--- config.mk ---
export PLATFORM = sky130hd
export DESIGN_NAME = pcx_rle_decoder_top
export DESIGN_NICKNAME = d
export VERILOG_FILES = /design/src/hw/rtl/prd_pkg.sv /design/src/hw/rtl/pcx_rle_decoder_top.sv /design/src/hw/rtl/prd_front.sv /design/src/hw/rtl/prd_queue.sv /design/src/hw/rtl/prd_back.sv
export SDC_FILE = /design/constraint.sdc
export NUM_CORES = 1
export LEC_CHECK = 0
export BUFFER_PORTS_ARGS = -buffer_cell sky130_fd_sc_hd__clkbuf_2
export CORE_MARGIN = 4
export CORE_UTILIZATION = 38
export DETAILED_ROUTE_END_ITERATION = 7
export PLACE_DENSITY = 0.62
export SETUP_SLACK_MARGIN = 0.05
export SLEW_MARGIN = 25
export SYNTH_ARGS = -nofsm -noshare
export SYNTH_HDL_FRONTEND = slang
export SYNTH_SLANG_ARGS = --single-unit
export TNS_END_PERCENT = 100
--- constraint.sdc ---
create_clock -name clk -period 3.6 [get_ports clk]
set_input_delay 0.18 -clock clk [delete_from_list [all_inputs] [get_ports clk]]
set_output_delay 0.18 -clock clk [all_outputs]
set_load 0.03 [all_outputs]
--- src/hw/rtl/prd_pkg.sv ---
package prd_pkg;

  // field widths
  localparam int unsigned CODE_W   = 8;
  localparam int unsigned COUNT_W  = 6;
  localparam int unsigned COLUMN_W = 15;
  localparam int unsigned PLANE_W  = 2;
  localparam int unsigned PLIM_W   = 3;

  // count byte marking
  localparam logic [CODE_W-1:0] COUNT_MARK = 8'hC0;
  localparam logic [CODE_W-1:0] COUNT_BITS = 8'h3F;

  // plane count clamp
  localparam logic [PLIM_W-1:0] PLANES_MIN = 3'd1;
  localparam logic [PLIM_W-1:0] PLANES_MAX = 3'd4;

  // configuration register indexes
  localparam int unsigned CFG_IDX_W = 1;
  localparam logic [CFG_IDX_W-1:0] CFG_BYTES_PER_PLANE = 1'b0;
  localparam logic [CFG_IDX_W-1:0] CFG_PLANE_COUNT     = 1'b1;
  localparam int unsigned CFG_DATA_W = 15;

  // command queue depth
  localparam int unsigned QUEUE_DEPTH = 2;
  localparam int unsigned QPTR_W      = $clog2(QUEUE_DEPTH);
  localparam int unsigned QCNT_W      = $clog2(QUEUE_DEPTH + 1);

  // one expansion command: a byte and how often it is repeated
  typedef struct packed {
    logic [CODE_W-1:0]  value;
    logic [COUNT_W-1:0] repeat_count;
  } cmd_t;

  // queue status seen by both sides
  typedef struct packed {
    logic full;
    logic not_empty;
  } queue_status_t;

endpackage

--- src/hw/rtl/pcx_rle_decoder_top.sv ---
// Run-length decoder for compressed raster rows. Each input word carries one code byte; a
// count byte (top two bits set) is absorbed by the front end and gives no output,
// a literal gives one output word and a run gives as many words as its count. The back end
// emits one word per cycle unless the receiver holds it back; a two-entry command queue lets
// the front end take further bytes while a run is expanding, and the input stalls only when
// the queue is full. Output words carry plane and column positions that wrap at the configured
// bytes per plane and plane count and run on across row boundaries. Configuration writes are
// taken at any time but are only meant to be made while the block is idle.
module pcx_rle_decoder_top (
  input  logic                           clk,
  input  logic                           rst,
  // configuration write port
  input  logic                           cfg_we,
  input  logic [prd_pkg::CFG_IDX_W-1:0]  cfg_index,
  input  logic [prd_pkg::CFG_DATA_W-1:0] cfg_wdata,
  // input stream
  input  logic                           s_tvalid,
  output logic                           s_tready,
  input  logic [7:0]                     s_tdata,   // [7:0] code_byte
  // output stream
  output logic                           m_tvalid,
  input  logic                           m_tready,
  output logic [31:0]                    m_tdata,   // [7:0] data_byte, [9:8] plane_index,
                                                    // [24:10] column_index, rest zero
  output logic                           m_tuser,   // [0] row_end
  output logic                           m_tlast    // run_end
);

  logic [prd_pkg::COLUMN_W-1:0] bytes_per_plane;
  logic [prd_pkg::PLIM_W-1:0]   plane_count;
  logic                         push;
  logic                         pop;
  prd_pkg::cmd_t                push_cmd;
  prd_pkg::cmd_t                head_cmd;
  prd_pkg::queue_status_t       qstat;
  logic [prd_pkg::CODE_W-1:0]   data_byte;
  logic [prd_pkg::PLANE_W-1:0]  plane_index;
  logic [prd_pkg::COLUMN_W-1:0] column_index;

  // configuration registers
  always_ff @(posedge clk) begin
    if (rst) begin
      bytes_per_plane <= prd_pkg::COLUMN_W'(1);
      plane_count     <= prd_pkg::PLIM_W'(1);
    end else if (cfg_we) begin
      unique case (cfg_index)
        prd_pkg::CFG_BYTES_PER_PLANE: bytes_per_plane <= cfg_wdata[prd_pkg::COLUMN_W-1:0];
        prd_pkg::CFG_PLANE_COUNT:     plane_count     <= cfg_wdata[prd_pkg::PLIM_W-1:0];
        default: ;
      endcase
    end
  end

  prd_front u_front (
    .clk      (clk),
    .rst      (rst),
    .in_valid (s_tvalid),
    .in_code  (s_tdata),
    .qstat    (qstat),
    .in_ready (s_tready),
    .push     (push),
    .push_cmd (push_cmd)
  );

  prd_queue u_queue (
    .clk      (clk),
    .rst      (rst),
    .push     (push),
    .push_cmd (push_cmd),
    .pop      (pop),
    .head_cmd (head_cmd),
    .qstat    (qstat)
  );

  prd_back u_back (
    .clk             (clk),
    .rst             (rst),
    .bytes_per_plane (bytes_per_plane),
    .plane_count     (plane_count),
    .qstat           (qstat),
    .head_cmd        (head_cmd),
    .pop             (pop),
    .out_valid       (m_tvalid),
    .out_ready       (m_tready),
    .data_byte       (data_byte),
    .plane_index     (plane_index),
    .column_index    (column_index),
    .row_end         (m_tuser),
    .run_end         (m_tlast)
  );

  // pack output fields
  assign m_tdata = {7'd0, column_index, plane_index, data_byte};

endmodule

--- src/hw/rtl/prd_front.sv ---
module prd_front (
  input  logic                       clk,
  input  logic                       rst,
  input  logic                       in_valid,
  input  logic [prd_pkg::CODE_W-1:0] in_code,
  input  prd_pkg::queue_status_t     qstat,
  output logic                       in_ready,
  output logic                       push,
  output prd_pkg::cmd_t              push_cmd
);

  logic                        awaiting_run_data;
  logic [prd_pkg::COUNT_W-1:0] run_length;
  logic                        is_count;
  logic                        take;

  // classify the incoming byte
  assign is_count = (in_code & prd_pkg::COUNT_MARK) == prd_pkg::COUNT_MARK;
  assign in_ready = !qstat.full;
  assign take     = in_valid && in_ready;

  // data after a count byte repeats; a zero count swallows it; a literal goes once
  always_comb begin
    push_cmd.value = in_code;
    if (awaiting_run_data) begin
      push_cmd.repeat_count = run_length;
      push                  = take && (run_length != '0);
    end else begin
      push_cmd.repeat_count = prd_pkg::COUNT_W'(1);
      push                  = take && !is_count;
    end
  end

  // count byte state
  always_ff @(posedge clk) begin
    if (rst) begin
      awaiting_run_data <= 1'b0;
      run_length        <= '0;
    end else if (take) begin
      if (awaiting_run_data) begin
        awaiting_run_data <= 1'b0;
        run_length        <= '0;
      end else if (is_count) begin
        awaiting_run_data <= 1'b1;
        run_length        <= prd_pkg::COUNT_W'(in_code & prd_pkg::COUNT_BITS);
      end
    end
  end

endmodule

--- src/hw/rtl/prd_queue.sv ---
module prd_queue (
  input  logic                   clk,
  input  logic                   rst,
  input  logic                   push,
  input  prd_pkg::cmd_t          push_cmd,
  input  logic                   pop,
  output prd_pkg::cmd_t          head_cmd,
  output prd_pkg::queue_status_t qstat
);

  prd_pkg::cmd_t              slots [prd_pkg::QUEUE_DEPTH];
  logic [prd_pkg::QPTR_W-1:0] wr_ptr;
  logic [prd_pkg::QPTR_W-1:0] rd_ptr;
  logic [prd_pkg::QCNT_W-1:0] fill;
  logic                       do_push;
  logic                       do_pop;

  assign qstat.full      = fill == prd_pkg::QCNT_W'(prd_pkg::QUEUE_DEPTH);
  assign qstat.not_empty = fill != '0;
  assign do_push         = push && !qstat.full;
  assign do_pop          = pop && qstat.not_empty;
  assign head_cmd        = slots[rd_ptr];

  // pointer advance with wrap at depth
  function automatic logic [prd_pkg::QPTR_W-1:0] ptr_inc(input logic [prd_pkg::QPTR_W-1:0] p);
    if (p == prd_pkg::QPTR_W'(prd_pkg::QUEUE_DEPTH - 1)) begin
      return '0;
    end
    return p + prd_pkg::QPTR_W'(1);
  endfunction

  // payload storage
  always_ff @(posedge clk) begin
    if (do_push) begin
      slots[wr_ptr] <= push_cmd;
    end
  end

  // pointers and fill level
  always_ff @(posedge clk) begin
    if (rst) begin
      wr_ptr <= '0;
      rd_ptr <= '0;
      fill   <= '0;
    end else begin
      if (do_push) begin
        wr_ptr <= ptr_inc(wr_ptr);
      end
      if (do_pop) begin
        rd_ptr <= ptr_inc(rd_ptr);
      end
      if (do_push && !do_pop) begin
        fill <= fill + prd_pkg::QCNT_W'(1);
      end else if (do_pop && !do_push) begin
        fill <= fill - prd_pkg::QCNT_W'(1);
      end
    end
  end

endmodule

--- src/hw/rtl/prd_back.sv ---
module prd_back (
  input  logic                         clk,
  input  logic                         rst,
  input  logic [prd_pkg::COLUMN_W-1:0] bytes_per_plane,
  input  logic [prd_pkg::PLIM_W-1:0]   plane_count,
  input  prd_pkg::queue_status_t       qstat,
  input  prd_pkg::cmd_t                head_cmd,
  output logic                         pop,
  output logic                         out_valid,
  input  logic                         out_ready,
  output logic [prd_pkg::CODE_W-1:0]   data_byte,
  output logic [prd_pkg::PLANE_W-1:0]  plane_index,
  output logic [prd_pkg::COLUMN_W-1:0] column_index,
  output logic                         row_end,
  output logic                         run_end
);

  logic                          busy;
  logic [prd_pkg::CODE_W-1:0]    cur_value;
  logic [prd_pkg::COUNT_W-1:0]   remaining;
  logic [prd_pkg::COLUMN_W-1:0]  column_count;
  logic [prd_pkg::PLANE_W-1:0]   plane_count_now;
  logic [prd_pkg::PLIM_W-1:0]    plane_limit;
  logic                          advance;
  logic                          last_of_run;
  logic                          line_done;
  logic                          planes_done;

  // clamp plane count to 1..4
  always_comb begin
    if (plane_count < prd_pkg::PLANES_MIN) begin
      plane_limit = prd_pkg::PLANES_MIN;
    end else if (plane_count > prd_pkg::PLANES_MAX) begin
      plane_limit = prd_pkg::PLANES_MAX;
    end else begin
      plane_limit = plane_count;
    end
  end

  // position wrap decisions
  assign line_done   = ({1'b0, column_count} + (prd_pkg::COLUMN_W + 1)'(1))
                       >= {1'b0, bytes_per_plane};
  assign planes_done = ({1'b0, plane_count_now} + prd_pkg::PLIM_W'(1)) >= plane_limit;

  // emit one word when the output register is free
  assign advance     = busy && (!out_valid || out_ready);
  assign last_of_run = remaining == prd_pkg::COUNT_W'(1);
  assign pop         = qstat.not_empty && (!busy || (advance && last_of_run));

  // run expansion
  always_ff @(posedge clk) begin
    if (rst) begin
      busy      <= 1'b0;
      remaining <= '0;
    end else if (pop) begin
      busy      <= 1'b1;
      remaining <= head_cmd.repeat_count;
    end else if (advance) begin
      remaining <= remaining - prd_pkg::COUNT_W'(1);
      if (last_of_run) begin
        busy <= 1'b0;
      end
    end
  end

  always_ff @(posedge clk) begin
    if (pop) begin
      cur_value <= head_cmd.value;
    end
  end

  // column and plane counters
  always_ff @(posedge clk) begin
    if (rst) begin
      column_count    <= '0;
      plane_count_now <= '0;
    end else if (advance) begin
      if (line_done) begin
        column_count <= '0;
        if (planes_done) begin
          plane_count_now <= '0;
        end else begin
          plane_count_now <= plane_count_now + prd_pkg::PLANE_W'(1);
        end
      end else begin
        column_count <= column_count + prd_pkg::COLUMN_W'(1);
      end
    end
  end

  // output register
  always_ff @(posedge clk) begin
    if (rst) begin
      out_valid <= 1'b0;
    end else if (advance) begin
      out_valid <= 1'b1;
    end else if (out_ready) begin
      out_valid <= 1'b0;
    end
  end

  always_ff @(posedge clk) begin
    if (advance) begin
      data_byte    <= cur_value;
      plane_index  <= plane_count_now;
      column_index <= column_count;
      row_end      <= line_done && planes_done;
      run_end      <= last_of_run;
    end
  end

endmodule

==> insert_results.sql <==
INSERT INTO impl_metrics (metric_group, metric, value, unit) VALUES
('logic_synthesis', 'synth_top_cell_area_share', '36.7', '%'),
('die', 'die_width', '124', 'um'),
('worst_hold_path', 'timing.hold.worst_endpoint', 'u_queue.slots[1][12]', ''),
('timing', 'final.period_utilization', '92.0', '%'),
('critical_path', 'reg2reg_to', 'u_back.column_count[11]', ''),
('grt', 'first_global_vias', '3427', ''),
('logic_synthesis', 'synth.ff_latch_count', '118', ''),
('routing', 'route.detailed.vias_per_inst', '4.77', ''),
('logic_synthesis', 'synth-edff-count', '63', ''),
('clock_tree', 'clockBufferDepth', '2', ''),
('power_and_ir_drop', 'share_seq_of_total_power', '40.6', '%'),
('routing', 'wl_per_cell', '13.7', 'um'),
('critical_path', 'timing.critical_path.arrival', '3.55', 'ns'),
('timing', 'worst_slew_margin_relative_to_its_limit', '32.8', '%'),
('final_layout', 'final_core_utilization', '47.4', '%'),
('die', 'design.portCount', '65', ''),
('timing', 'grt_setup_unrepaired', 'no', ''),
('timing', 'achievable-frequency', '0.302', 'GHz'),
('power_and_ir_drop', 'power.share.clock', '38.0', '%'),
('clock_tree', 'cts.repair_timing.setup_buffer_count', '0', ''),
('critical_path', 'worstReg2RegStart', 'u_back.column_count[0]', ''),
('grt', 'grt_remaining_overflow', '0', ''),
('timing', 'transition_time_at_the_pin_with_the_least_slew_margin', '1.01', 'ns'),
('clock_tree', 'tritoncts.num_buffers', '17', ''),
('critical_path', 'worst_setup_path_end_kind', 'flip-flop', ''),
('die', 'die_area', '15500', 'sq um'),
('power_and_ir_drop', 'combPwrFrac', '21.4', '%'),
('logic_synthesis', 'ys_top_cells_by_area', 'sky130_fd_sc_hd__edfxtp_1, sky130_fd_sc_hd__dfxtp_1, sky130_fd_sc_hd__ha_1, sky130_fd_sc_hd__nand2_1, sky130_fd_sc_hd__xor2_1', ''),
('timing', 'final_max_slew_viol_count', '0', ''),
('timing', 'finalSetupViolations', '0', ''),
('grt', 'grt_first_pass_wirelength', '16500', 'um'),
('logic_synthesis', 'yosysWarnings', '0', ''),
('logic_synthesis', 'synth_seq_area_share', '58.1', '%'),
('final_layout', 'nNetsFinal', '574', ''),
('clock_tree', 'clk-insertion-delay-late', '0.40', 'ns'),
('logic_synthesis', 'syn_inst', '450', ''),
('placement', 'postPlaceCellArea', '5570', 'sq um'),
('power_and_ir_drop', 'switching_share', '29.5', '%'),
('logic_synthesis', 'post_synth_instance_area', '5150', 'sq um'),
('placement', 'place_congestion', '0.806', ''),
('routing', 'first_pass_iters', '4', ''),
('critical_path', 'cp_slowest_stage_delay', '0.50', 'ns'),
('clock_tree', 'ctsRootBufferMaster', 'sky130_fd_sc_hd__clkbuf_16', ''),
('power_and_ir_drop', 'ir_drop', '0.449', 'mV'),
('routing', 'drc_errors', '0', ''),
('worst_hold_path', 'hp-class', 'primary input to flip-flop', ''),
('critical_path', 'cpLargestDelayFamily', 'simple AND/OR/NAND/NOR gates', ''),
('worst_hold_path', 'hold_path_depth', '1', ''),
('run', 'cap_viol_max_count', '0', ''),
('final_layout', 'most_frequent_cells_in_the_layout', 'sky130_fd_sc_hd__edfxtp_1, sky130_fd_sc_hd__nand2_1, sky130_fd_sc_hd__clkbuf_2', ''),
('routing', 'detail_route.wirelength', '9740', 'um'),
('die', 'rows', '42', ''),
('logic_synthesis', 'post-synth-top-area-cell', 'sky130_fd_sc_hd__edfxtp_1', ''),
('routing', 'initialDrtViolationCount', '156', ''),
('critical_path', 'worstSetupPathType', 'flip-flop to flip-flop', ''),
('timing', 'hold_ws', '0.0105', 'ns'),
('timing', 'final.setup.tns', '0', 'ns'),
('placement', 'place_inst', '670', ''),
('logic_synthesis', 'post_synth_num_cell_types', '49', ''),
('clock_tree', 'worst_setup_hold_path_clk_slew', '0.06', 'ns'),
('die', 'dieHeight', '124', 'um'),
('grt', 'track_usage', '13.1', '%'),
('clock_tree', 'h-tree-depth', '4', ''),
('worst_hold_path', 'timing.hold.worst.start', 's_tdata[6]', ''),
('critical_path', 'worst-path-max-fanout', '12', ''),
('critical_path', 'worst-endpoint-required', '3.84', 'ns'),
('logic_synthesis', 'ys_async_sr_fraction', '0', '%'),
('logic_synthesis', 'syn-mean-instance-area', '11.5', 'sq um'),
('power_and_ir_drop', 'power_switching', '1.36', 'mW'),
('outcome', 'outcome', 'completed', ''),
('final_layout', 'final_common_cell', 'sky130_fd_sc_hd__edfxtp_1', '');
Yosys cell counts, types with 2 or more instances:
cell / instances
sky130_fd_sc_hd__clkbuf_1: 10
sky130_fd_sc_hd__and2_1: 7
sky130_fd_sc_hd__dfxtp_1: 55
sky130_fd_sc_hd__nor3_1: 20
sky130_fd_sc_hd__buf_1: 2
sky130_fd_sc_hd__nor2_1: 23
sky130_fd_sc_hd__or3_1: 4
sky130_fd_sc_hd__xor2_1: 19
sky130_fd_sc_hd__inv_1: 21
sky130_fd_sc_hd__nor2b_1: 5
sky130_fd_sc_hd__a21oi_1: 28
sky130_fd_sc_hd__nor4_1: 4
sky130_fd_sc_hd__edfxtp_1: 63
sky130_fd_sc_hd__mux2i_1: 4
sky130_fd_sc_hd__and4_1: 4
sky130_fd_sc_hd__or2_2: 2
sky130_fd_sc_hd__buf_6: 3
sky130_fd_sc_hd__o21ai_0: 5
sky130_fd_sc_hd__ha_1: 23
sky130_fd_sc_hd__a211oi_1: 9
sky130_fd_sc_hd__nand2b_1: 8
sky130_fd_sc_hd__a21o_1: 3
sky130_fd_sc_hd__nand4_1: 3
sky130_fd_sc_hd__mux2_2: 9
sky130_fd_sc_hd__buf_4: 7
sky130_fd_sc_hd__nand3b_1: 2
sky130_fd_sc_hd__nand3_1: 9
sky130_fd_sc_hd__xnor2_1: 16
sky130_fd_sc_hd__clkbuf_8: 2
sky130_fd_sc_hd__nand2_1: 56
sky130_fd_sc_hd__a22oi_1: 6
area by class of cell:
class                   instances  area (sq um)  share of cell area (%)
clock buffers                  19           443                    7.05
clock inverters                13           180                    2.87
inverters                      21          78.8                    1.25
multi-input cells             292          1950                    31.0
flip-flops and latches        118          2990                    47.6
well taps                     176           220                    3.51
repair buffers                 72           420                    6.69
worst reg2reg max path, cell delays in order, from the launching register on:
cell and delay (ns):
sky130_fd_sc_hd__dfxtp_1 0.45, sky130_fd_sc_hd__ha_1 0.24, sky130_fd_sc_hd__nand3_1 0.16, sky130_fd_sc_hd__buf_4 0.20
sky130_fd_sc_hd__nor3_1 0.29, sky130_fd_sc_hd__xor2_1 0.14, sky130_fd_sc_hd__ha_1 0.29, sky130_fd_sc_hd__and4_1 0.20
sky130_fd_sc_hd__nand2_1 0.06, sky130_fd_sc_hd__or4_4 0.50, sky130_fd_sc_hd__a31oi_4 0.30, sky130_fd_sc_hd__buf_4 0.25
sky130_fd_sc_hd__nor3_1 0.07
through the flow:
stage | power (mW) | setup slack [ns]
after floorplan | 2.61 | 0.434
after global placement | 2.86 | 0.244
after detailed placement | 2.89 | 0.169
after CTS | 4.66 | 0.152
after global routing | 4.83 | 0.0573
final | 4.61 | 0.290
layer usage:
metal	vias up	share of wire (%)	GRT usage [%]
met5	-	0	0
met4	0	1.2	5.93
met3	8	3.9	3.64
met2	66	49	21.5
met1	1599	46	16.2
li1	1722	-	-
power groups by stage:
stage	clock (mW)	sequential (mW)	combinational [mW]
global route	1.85	1.91	1.08
floorplan	0	2.03	0.580
finish	1.75	1.87	0.986
global placement	0	1.89	0.966
CTS	1.78	1.88	1.00
detailed placement	0	1.90	0.985
how the worst max path moves through the flow:
stage	start	end	slack, ns	cells after the start
after floorplan	u_back.column_count[0]	u_back.column_count[12]	0.43	12
after global placement	u_back.column_count[0]	u_back.column_count[13]	0.24	12
after detailed placement	u_back.column_count[0]	u_back.column_count[11]	0.17	12
after CTS	u_back.column_count[0]	u_back.column_count[11]	0.15	12
after global routing	u_back.column_count[0]	u_back.column_count[7]	0.06	12
final	u_back.column_count[0]	u_back.column_count[11]	0.29	12
state kept, by name (all words and copies together), names as in the netlist, 3 cells and up, named ones only:
signal,flops
bytes_per_plane,15
plane_count,3
u_back.column_count,15
u_back.column_index,15
u_back.cur_value,8
u_back.data_byte,8
u_back.remaining,6
u_front.run_length,6
u_queue.slots,28
kinds of logic after synthesis:
kind of cell / synth area share, %
AOI/OAI and AO/OA: 7.79
xor gates and xnor gates: 5.95
adders and majority gates: 5.58
buffers and inverters: 4.71
DFF: 58.1
muxes: 2.74
other: 0.0728
and+or+nand+nor: 15.1
timing repair:
action | CTS | global route
hold endpoints to repair | 14 | 0
gates resized for setup | 0 | 0
endpoints found under the setup margin | 0 | 12
hold buffers | 9 | 0
Note: power is estimated with default switching activity, not from simulation.
